**src/sv/ust_pkg.sv**
```systemverilog
// ----------------------------------------------------------------------------
// ust_pkg
// Types and codes shared by the unordered set table: transaction payloads,
// operation and status codes, register map and controller states.
// ----------------------------------------------------------------------------
package ust_pkg;

   // Operation codes
   localparam logic [1:0] OP_INSERT = 2'd0;
   localparam logic [1:0] OP_DELETE = 2'd1;
   localparam logic [1:0] OP_SEARCH = 2'd2;

   // Status codes
   localparam logic [1:0] STATUS_OK    = 2'd0;
   localparam logic [1:0] STATUS_FULL  = 2'd1;
   localparam logic [1:0] STATUS_EMPTY = 2'd2;

   // Register map: word index taken from paddr[2]
   localparam logic       REG_CAPACITY   = 1'b0;
   localparam int         CAP_WIDTH      = 5;
   localparam logic [4:0] CAPACITY_RESET = 5'd16;

   typedef struct packed {
      logic [1:0]  operation;
      logic [31:0] value;
   } ust_req_type;

   typedef struct packed {
      logic [1:0] status;
      logic       hit;
      logic [4:0] entry_count;
      logic       is_empty;
      logic       is_full;
   } ust_rsp_type;

   typedef enum logic [1:0] {
      ST_IDLE,
      ST_SCAN,
      ST_MOVE,
      ST_DONE
   } ust_state_type;

endpackage

```
**src/sv/unordered_set_table.sv**
```systemverilog
// ----------------------------------------------------------------------------
// unordered_set_table
// Unsorted table of up to DEPTH values with a run-time capacity limit.
// Insert appends, delete swaps the last entry into the matching slot,
// search reports presence. One result per request.
// ----------------------------------------------------------------------------
//
//   channel   direction  handshake              payload
//   req_      in         req_valid / req_ready  ust_req_type (operation, value)
//   rsp_      out        rsp_valid / rsp_ready  ust_rsp_type (status, hit, count, flags)
//   csr_      in/out     APB, pready tied high  capacity at byte address 0
//
// Insert and refused operations go from idle straight to the result state.
// Search and delete stream the entry memory through its single read port,
// one entry per cycle, then hand the result on; a delete hit adds a move of
// the last entry into the matching slot.
// Reset clears the count and restores capacity to 16; entry contents are not
// cleared. A new request is taken once the previous result sits in the output
// register; a stalled rsp_ready holds the controller in its final state.
// ----------------------------------------------------------------------------
module unordered_set_table #(
   parameter int DEPTH       = 16,
   parameter int VALUE_WIDTH = 32
) (
   input  logic                 clock,
   input  logic                 reset,

   input  logic                 req_valid,
   output logic                 req_ready,
   input  ust_pkg::ust_req_type req_payload,

   output logic                 rsp_valid,
   input  logic                 rsp_ready,
   output ust_pkg::ust_rsp_type rsp_payload,

   input  logic                 csr_psel,
   input  logic                 csr_penable,
   input  logic                 csr_pwrite,
   input  logic [2:0]           csr_paddr,
   input  logic [31:0]          csr_pwdata,
   output logic [31:0]          csr_prdata,
   output logic                 csr_pready
);

   localparam int AW = (DEPTH > 1) ? $clog2(DEPTH) : 1;
   localparam int CW = $clog2(DEPTH + 1);
   localparam int XW = (CW > ust_pkg::CAP_WIDTH) ? CW : ust_pkg::CAP_WIDTH;

   // Entry memory
   logic [VALUE_WIDTH-1:0] mem [DEPTH];
   logic [VALUE_WIDTH-1:0] rd_data_ff;
   logic                   rd_en;
   logic [AW-1:0]          rd_addr;
   logic                   wr_en;
   logic [AW-1:0]          wr_addr;
   logic [VALUE_WIDTH-1:0] wr_data;

   ust_pkg::ust_state_type state_ff, state_in;

   logic [CW-1:0]          count_ff;
   logic [CW-1:0]          count_dec;
   logic [AW-1:0]          last_idx;
   logic [4:0]             cap_ff;
   logic [1:0]             op_ff;
   logic [VALUE_WIDTH-1:0] key_ff;
   logic [VALUE_WIDTH-1:0] key_in;
   logic [CW-1:0]          issue_idx_ff;
   logic                   cmp_vld_ff;
   logic [AW-1:0]          cmp_idx_ff;
   logic                   hit_ff;
   logic [AW-1:0]          hit_idx_ff;
   logic [1:0]             status_ff;
   logic [1:0]             status_in;
   logic                   rsp_valid_ff;
   ust_pkg::ust_rsp_type   rsp_payload_ff;
   ust_pkg::ust_rsp_type   rsp_in;

   logic req_take;
   logic full;
   logic insert_ok;
   logic match;
   logic scan_end;
   logic issue_go;
   logic rsp_load;
   logic csr_write;

   // ------------------------------------------------------------------
   // Configuration port
   // ------------------------------------------------------------------
   assign csr_pready = 1'b1;
   assign csr_write  = csr_psel && csr_penable && csr_pwrite && csr_pready;
   assign csr_prdata = (csr_paddr[2] == ust_pkg::REG_CAPACITY) ? 32'(cap_ff) : 32'd0;

   always_ff @(posedge clock) begin
      if (reset) begin
         cap_ff <= ust_pkg::CAPACITY_RESET;
      end else if (csr_write && csr_paddr[2] == ust_pkg::REG_CAPACITY) begin
         cap_ff <= csr_pwdata[4:0];
      end
   end

   // ------------------------------------------------------------------
   // Datapath helpers
   // ------------------------------------------------------------------
   assign key_in    = VALUE_WIDTH'(req_payload.value);
   assign count_dec = count_ff - CW'(1);
   assign last_idx  = count_dec[AW-1:0];
   // count never exceeds DEPTH, so full against the saturated capacity
   // reduces to these two compares
   assign full      = (count_ff == CW'(DEPTH)) || (XW'(count_ff) >= XW'(cap_ff));
   assign req_take  = req_valid && req_ready;
   assign insert_ok = (req_payload.operation == ust_pkg::OP_INSERT) && !full;

   assign match     = cmp_vld_ff && (rd_data_ff == key_ff);
   assign scan_end  = cmp_vld_ff && (cmp_idx_ff == last_idx);
   assign issue_go  = (state_ff == ust_pkg::ST_SCAN) && !match
                      && (issue_idx_ff < count_ff);
   assign rsp_load  = (state_ff == ust_pkg::ST_DONE) && (!rsp_valid_ff || rsp_ready);

   always_comb begin
      if (req_payload.operation == ust_pkg::OP_INSERT && full) begin
         status_in = ust_pkg::STATUS_FULL;
      end else if (req_payload.operation == ust_pkg::OP_DELETE && count_ff == '0) begin
         status_in = ust_pkg::STATUS_EMPTY;
      end else begin
         status_in = ust_pkg::STATUS_OK;
      end
   end

   // ------------------------------------------------------------------
   // Controller: next state
   // ------------------------------------------------------------------
   always_comb begin
      state_in = state_ff;
      case (state_ff)
         ust_pkg::ST_IDLE: begin
            if (req_take) begin
               if ((req_payload.operation == ust_pkg::OP_DELETE
                    || req_payload.operation == ust_pkg::OP_SEARCH)
                   && count_ff != '0) begin
                  state_in = ust_pkg::ST_SCAN;
               end else begin
                  state_in = ust_pkg::ST_DONE;
               end
            end
         end
         ust_pkg::ST_SCAN: begin
            if (match) begin
               state_in = (op_ff == ust_pkg::OP_DELETE) ? ust_pkg::ST_MOVE
                                                        : ust_pkg::ST_DONE;
            end else if (scan_end) begin
               state_in = ust_pkg::ST_DONE;
            end
         end
         ust_pkg::ST_MOVE: begin
            state_in = ust_pkg::ST_DONE;
         end
         ust_pkg::ST_DONE: begin
            if (rsp_load) begin
               state_in = ust_pkg::ST_IDLE;
            end
         end
         default: begin
            state_in = ust_pkg::ST_IDLE;
         end
      endcase
   end

   // ------------------------------------------------------------------
   // Controller: memory port and handshake outputs
   // ------------------------------------------------------------------
   always_comb begin
      req_ready = 1'b0;
      rd_en     = 1'b0;
      rd_addr   = '0;
      wr_en     = 1'b0;
      wr_addr   = '0;
      wr_data   = key_in;
      case (state_ff)
         ust_pkg::ST_IDLE: begin
            req_ready = 1'b1;
            wr_en     = req_take && insert_ok;
            wr_addr   = count_ff[AW-1:0];
            wr_data   = key_in;
         end
         ust_pkg::ST_SCAN: begin
            if (match && op_ff == ust_pkg::OP_DELETE) begin
               // fetch the last entry to fill the hole
               rd_en   = 1'b1;
               rd_addr = last_idx;
            end else begin
               rd_en   = issue_go;
               rd_addr = issue_idx_ff[AW-1:0];
            end
         end
         ust_pkg::ST_MOVE: begin
            wr_en   = 1'b1;
            wr_addr = hit_idx_ff;
            wr_data = rd_data_ff;
         end
         ust_pkg::ST_DONE: begin
            req_ready = 1'b0;
         end
         default: begin
            req_ready = 1'b0;
         end
      endcase
   end

   // ------------------------------------------------------------------
   // Memory
   // ------------------------------------------------------------------
   always_ff @(posedge clock) begin
      if (wr_en) begin
         mem[wr_addr] <= wr_data;
      end
   end

   always_ff @(posedge clock) begin
      if (rd_en) begin
         rd_data_ff <= mem[rd_addr];
      end
   end

   // ------------------------------------------------------------------
   // Control registers
   // ------------------------------------------------------------------
   always_ff @(posedge clock) begin
      if (reset) begin
         state_ff     <= ust_pkg::ST_IDLE;
         count_ff     <= '0;
         issue_idx_ff <= '0;
         cmp_vld_ff   <= 1'b0;
         hit_ff       <= 1'b0;
         status_ff    <= ust_pkg::STATUS_OK;
      end else begin
         state_ff <= state_in;
         if (req_take) begin
            issue_idx_ff <= '0;
            cmp_vld_ff   <= 1'b0;
            hit_ff       <= 1'b0;
            status_ff    <= status_in;
            if (insert_ok) begin
               count_ff <= count_ff + CW'(1);
            end
         end
         if (state_ff == ust_pkg::ST_SCAN) begin
            cmp_vld_ff <= issue_go;
            if (issue_go) begin
               issue_idx_ff <= issue_idx_ff + CW'(1);
            end
            if (match) begin
               hit_ff <= 1'b1;
            end
         end
         if (state_ff == ust_pkg::ST_MOVE) begin
            count_ff <= count_dec;
         end
      end
   end

   // Payload registers
   always_ff @(posedge clock) begin
      if (req_take) begin
         op_ff  <= req_payload.operation;
         key_ff <= key_in;
      end
      if (issue_go) begin
         cmp_idx_ff <= issue_idx_ff[AW-1:0];
      end
      if (match) begin
         hit_idx_ff <= cmp_idx_ff;
      end
   end

   // ------------------------------------------------------------------
   // Result register
   // ------------------------------------------------------------------
   always_comb begin
      rsp_in.status      = status_ff;
      rsp_in.hit         = hit_ff;
      rsp_in.entry_count = 5'(count_ff);
      rsp_in.is_empty    = (count_ff == '0);
      rsp_in.is_full     = full;
   end

   always_ff @(posedge clock) begin
      if (reset) begin
         rsp_valid_ff <= 1'b0;
      end else if (rsp_load) begin
         rsp_valid_ff <= 1'b1;
      end else if (rsp_ready) begin
         rsp_valid_ff <= 1'b0;
      end
   end

   always_ff @(posedge clock) begin
      if (rsp_load) begin
         rsp_payload_ff <= rsp_in;
      end
   end

   assign rsp_valid   = rsp_valid_ff;
   assign rsp_payload = rsp_payload_ff;

endmodule

```
**config.mk**
```make
export PLATFORM = sky130hd
export DESIGN_NAME = unordered_set_table
export DESIGN_NICKNAME = d
export VERILOG_FILES = /design/src/sv/ust_pkg.sv /design/src/sv/unordered_set_table.sv
export SDC_FILE = /design/constraint.sdc
export NUM_CORES = 1
export LEC_CHECK = 0
export BUFFER_PORTS_ARGS = -buffer_cell sky130_fd_sc_hd__buf_2
export CORE_AREA = 4 4 241 184
export CTS_CLUSTER_SIZE = 20
export DETAILED_ROUTE_END_ITERATION = 10
export DIE_AREA = 0 0 245 188
export HOLD_SLACK_MARGIN = 0.1
export PLACE_DENSITY = 0.79
export SYNTH_ARGS = -nofsm -noshare
export SYNTH_HDL_FRONTEND = slang
export SYNTH_SLANG_ARGS = --single-unit
```
**constraint.sdc**
```tcl
create_clock -name clock -period 6.15 [get_ports clock]
set_input_delay 0.9225 -clock clock [delete_from_list [all_inputs] [get_ports clock]]
set_output_delay 0.9225 -clock clock [all_outputs]
set_load 0.03 [all_outputs]
```
== Word level (Yosys, flattened, before mapping) ==
Memory sizes are Yosys's and may differ from the RTL's. A register that Yosys moved wholly into a read port is not among the register bits.
Index checks and enable logic that the tools add are counted.
Operators by class
  muxes and demuxes: 33
  $add $sub $neg: 3
  equal/unequal tests: 12
  bitwise operators: 1
  order comparisons: 2
  reductions and logical operators: 31
Operator list (number)
  two-way mux 5 bit: 7
  equality test 32 bit: 1
  two-way mux 32 bit: 1
  logical AND 1 bit: 15
  two-way mux 2 bit: 7
  two-way mux 1 bit: 13
  adder 5 x 1 -> 5 bit, second input constant: 2
  two-way mux 4 bit: 2
  one-hot mux 2 bit (4 select lines): 1
  one-hot mux 4 bit (2 select lines): 1
  nonzero test 2 bit: 4
  equality test 2 x 1 -> 1 bit, second input constant: 3
  equality test 2 bit, second input constant: 3
  equality test 5 bit, second input constant: 1
  >= comparator 5 bit: 1
  zero test 5 bit: 1
  < comparator 5 bit: 1
  nonzero test 5 bit: 1
  subtractor 5 x 1 -> 5 bit, second input constant: 1
  equality test 4 bit: 1
  zero test 2 bit: 2
  != test 2 bit, second input constant: 2
  zero test 1 bit: 3
  logical OR 1 bit: 3
  other kinds (5): 5
Word-level totals
  logic and storage cells: 100
  register bits after elaboration: 74
  memories: 1
  bits in writable memories: 512
Memories
  mem: words 16, width 32, read ports 1, clocked after memory_dff 1, write ports 1, line unordered_set_table.sv:50  | logic [VALUE_WIDTH-1:0] mem [DEPTH];

== Longest topological paths before layout ==
  depth in word-level cells: 8
  mapped depth: 13

== Worst setup path after synthesis ==
OpenSTA, ideal clock, no wires.
  path kind: input to register
  start: input req_valid
  end: memory mem[0][0], enable pin
  stages: 7
  data arrival time: 3.930 ns
  path slack: 1.799 ns
  required time: 5.729 ns
  buffers on the path: 0
  path through: nand2_1 inv_1 nand2_1 nor3_1 o21a_1 nand2_1 nor2_1
On the way
  longest elaborated chain between the ends: 5
Ends and longest elaborated chain
  from (decl): line unordered_set_table.sv:28  | input logic req_valid,
  logical AND 1 bit: line unordered_set_table.sv:111  | assign req_take = req_valid && req_ready;
  net req_take: line unordered_set_table.sv:78  | logic req_take;
  logical AND 1 bit: line unordered_set_table.sv:182  | wr_en = req_take && insert_ok;
  one-hot mux 1 bit (2 select lines): line unordered_set_table.sv:179  | case (state_ff)
  two-way mux 1 bit: line unordered_set_table.sv:214  | if (wr_en) begin
  two-way mux 1 bit (not written as such): line unordered_set_table.sv:215  | mem[wr_addr] <= wr_data;
  to (decl): line unordered_set_table.sv:50
The timed path passes the listed nets, and every way through them passes these cells.

== Worst setup path in the final report ==
  start: register key_ff[17]
  end: register rd_data_ff[6] (read register of mem), data pin
On the way
  longest elaborated chain between the ends: 7
Ends and longest elaborated chain
  from (decl): line unordered_set_table.sv:65  | logic [VALUE_WIDTH-1:0] key_ff;
  from (signal assigned): line unordered_set_table.sv:266  | key_ff <= key_in;
  equality test 32 bit (*): line unordered_set_table.sv:114  | assign match = cmp_vld_ff && (rd_data_ff == key_ff);
  logical AND 1 bit (*): line unordered_set_table.sv:114
  zero test 1 bit: line unordered_set_table.sv:116  | assign issue_go = (state_ff == ust_pkg::ST_SCAN) && !match
  logical AND 1 bit: line unordered_set_table.sv:116
  logical AND 1 bit: line unordered_set_table.sv:117  | && (issue_idx_ff < count_ff);
  two-way mux 1 bit: line unordered_set_table.sv:187  | if (match && op_ff == ust_pkg::OP_DELETE) begin
  two-way mux 1 bit: line unordered_set_table.sv:179
  to (decl): line unordered_set_table.sv:51  | logic [VALUE_WIDTH-1:0] rd_data_ff;
Every way passes the cells marked *; elsewhere a longest branch is shown, timed or not.
A chain may end at the register's enable or synchronous reset.

==> flow_summary.json <==
{
  "layout_commonest_cell": "edfxtp_1",
  "crit_buf_inv": 1,
  "path_cells": "xnor2_1 > nand4_1 > nor3_1 > nand4_4 > mux2i_2 > and2_2 > buf_4 > nand2_1 > a32oi_1 > and4_1",
  "die_w_microns": 245,
  "ys_warn_count": 0,
  "place.gp.congestion": 0.8360,
  "cts_tree": "done",
  "drc": 0,
  "min_to": "rsp_payload[9]",
  "drive_gt1_share_pct": 14.44,
  "synthCells": 1647,
  "fin_nets": 1807,
  "start_kind": "flip-flop",
  "yosysTopAreaCell": "edfxtp_1",
  "synth.area.top_cells": "edfxtp_1, nand2_1, mux2i_1, a32oi_1, a211oi_1",
  "crit_family": "simple AND/OR/NAND/NOR gates",
  "required_ns": 6.62,
  "critPathKind": "reg2reg",
  "syn_area_per_cell_sq_um": 15.14,
  "ir_worst_vdd_mv": 0.2720,
  "powerDensity_nw_per_um2": 383.2,
  "wl_per_cell_microns": 25.63,
  "antenna_found_initial": 0,
  "postCtsSetupBuffers": 0,
  "grtUsageTotal_pct": 25.35,
  "timing.fmax_mhz": 199.0,
  "drtPass1Iterations": 5,
  "ctsHoldBuffers": 0,
  "timing.rr.end": "rd_data_ff[6]",
  "numCtsBuffers": 56,
  "core_sq_um": 41800,
  "outcome": "finished, final reports clean",
  "syn_area_sq_um": 24940,
  "first_global_vias": 14400,
  "vias": 14840,
  "clk_pin_slew_ns": 0.06,
  "grt_max_degree": 131,
  "io_pins": 121,
  "path_max_fanout": 35,
  "synth-seq-area-share_pct": 73.54,
  "fillers": 2784,
  "rr_worst_depth": 10,
  "clk-insertion-delay-late_ns": 0.62,
  "fin_crit_sh_pct": 81.71,
  "drt-total-wl_microns": 59680,
  "async_reset_ff_share_pct": 0,
  "finalHoldViolations": 0,
  "yosysTopAreaCellShare_pct": 71.77,
  "portBuffers": 63,
  "cp.arrival_ns": 5.49,
  "dieArea_sq_um": 46060,
  "fin_skew_ns": 0.03109,
  "synth_flop_cell": "edfxtp_1",
  "max_stage_delay_ns": 0.86,
  "crit_slowest_cell": "and2_2",
  "grt_pass1_wl_microns": 87510,
  "initial_utilization_pct": 59.65,
  "total_power_uw": 10650,
  "synth_edf_count": 596,
  "reg2reg_from": "key_ff[17]",
  "h-tree-depth": 2,
  "setup-tns-final_ns": 0,
  "fin_util_pct": 66.50,
  "drt_iter0_drc": 2033,
  "cts_sinks": 618,
  "vias_per_cell": 6.373,
  "hp-class": "reg2reg",
  "slew_viol_final": 0,
  "overflow": 0,
  "cap_violations": 0,
  "crit_path_end_kind": "flip-flop",
  "power.leakage_uw": 0.009324,
  "worst_slew_margin_rel_pct": 11.82,
  "postCtsResizedCells": 0,
  "syn_to_final_growth_pct": 11.49,
  "rsz0062_at_grt": "no",
  "antenna_cells": 0,
  "max_slew.worst_pin.slew_ns": 1.309,
  "dpl.hpwl_microns": 33220,
  "period_needed_ns": 5.025,
  "min_from": "status_ff[1]",
  "setup_violations": 0,
  "root_buffer": "clkbuf_16",
  "hold-path-cell-count": 0,
  "row_count": 65,
  "clockBufferDepth": 3,
  "rrSetupSlack_ns": 1.12,
  "synth_seq_cells": 618,
  "final_antenna_net_count": 0,
  "synth_cell_types": 62,
  "die-height_microns": 188,
  "layout_common_cells": "edfxtp_1, nand2_1, mux2i_1, a211oi_1, a32oi_1"
}
worst max path at each step:
| stage | start | end | slack, ns | depth (start not counted) |
|---|---|---|---|---|
| after floorplan | req_valid | mem[0][0] | 1.80 | 7 |
| after global placement | rd_data_ff[17] | rd_data_ff[3] | 1.50 | 10 |
| after detailed placement | rd_data_ff[17] | rd_data_ff[8] | 1.38 | 10 |
| after CTS | key_ff[17] | rd_data_ff[6] | 1.17 | 10 |
| after global routing | rd_data_ff[17] | rd_data_ff[6] | 1.02 | 10 |
| final | key_ff[17] | rd_data_ff[6] | 1.12 | 10 |
worst reg2reg max path: cells and delay by family, from the launching register on:
kind / cells / cell delay, ns
multiplexers: 1 / 0.60
AO/OA/AOI/OAI: 1 / 0.24
flip-flops: 1 / 0.41
buffers and inverters: 1 / 0.46
AND/OR/NAND/NOR: 6 / 2.63
XOR/XNOR: 1 / 0.54
cell usage after synthesis (3+ instances only):
| cell type | count |
|---|---|
| nand2b_1 | 5 |
| a31oi_1 | 63 |
| xnor2_1 | 38 |
| a211oi_1 | 66 |
| and2_0 | 41 |
| inv_1 | 23 |
| nand2_1 | 273 |
| edfxtp_1 | 596 |
| o21ai_0 | 11 |
| nor4_1 | 3 |
| nor3_1 | 8 |
| mux2i_1 | 68 |
| buf_2 | 37 |
| nand3_1 | 5 |
| ha_1 | 19 |
| buf_6 | 5 |
| a22oi_1 | 3 |
| o22ai_1 | 4 |
| a41oi_1 | 5 |
| nor2b_1 | 7 |
| a32oi_1 | 64 |
| buf_1 | 6 |
| a211o_1 | 3 |
| clkbuf_1 | 35 |
| nand4_1 | 8 |
| a21o_1 | 5 |
| xor2_1 | 3 |
| nor2_1 | 46 |
| dfxtp_1 | 22 |
| a21oi_1 | 13 |
| mux2_2 | 33 |
| buf_4 | 33 |
| and4_1 | 34 |
| and2_1 | 27 |
per-stage QoR:
stage	setup slack [ns]	hold slack (ns)	cells	cell area [sq um]
6_report	1.125	0.4337	2328	27800
2_1_floorplan	1.799	0.4081	1673	25030
4_1_cts	1.168	0.4372	2328	27800
3_3_place_gp	1.504	0.4159	2223	25900
5_1_grt	1.021	0.4494	2328	27800
3_5_place_dp	1.381	0.4223	2223	25900
layer usage:
layer	vias to the layer above	track usage, %	wire, microns
met4	0	9.388	2103
met3	159	4.803	6305
met2	926	38.48	26860
met1	7367	37.13	24410
met5	-	0	0
li1	6385	-	-
cell families (layout without fill, tap and decap cells):
family                     after synthesis  in the layout  synth area share, %
adders and majority gates               19             19               0.9533
and+or+nand+nor                        470            470                9.067
AOI/OAI and AO/OA                      255            255                7.717
xor gates and xnor gates                41             41                1.440
other                                    2             28              0.03012
buffers and inverters                  139            225                2.925
DFF                                    618            618                73.54
muxes                                  103            103                4.330
power by group:
part           switching, uW  leakage [uW]  internal [uW]
Clock                   1540      0.000923           2020
Sequential               161       0.00557           5230
Combinational           1220       0.00283            488
Total                   2920       0.00932           7740
registers in the layout, summed over array words and instances, names as in the netlist:
register / cells
cap_ff: 5
cmp_idx_ff: 4
cmp_vld_ff: 1
count_ff: 5
hit_ff: 1
hit_idx_ff: 4
issue_idx_ff: 5
key_ff: 32
mem: 512
op_ff: 2
rd_data_ff: 32
rsp_payload: 10
rsp_valid: 1
state_ff: 2
status_ff: 2
area by class of cell:
cell class | count | area, sq um | share of cell area, %
clock buffer | 61 | 1420 | 5.108
clock inverter | 44 | 480.5 | 1.728
inverter | 23 | 86.33 | 0.3105
multi-input combinational | 916 | 6168 | 22.19
sequential | 618 | 18340 | 65.96
tap | 569 | 711.9 | 2.561
timing repair buffer | 97 | 595.6 | 2.142
Note: power is estimated with default switching activity, not from simulation.
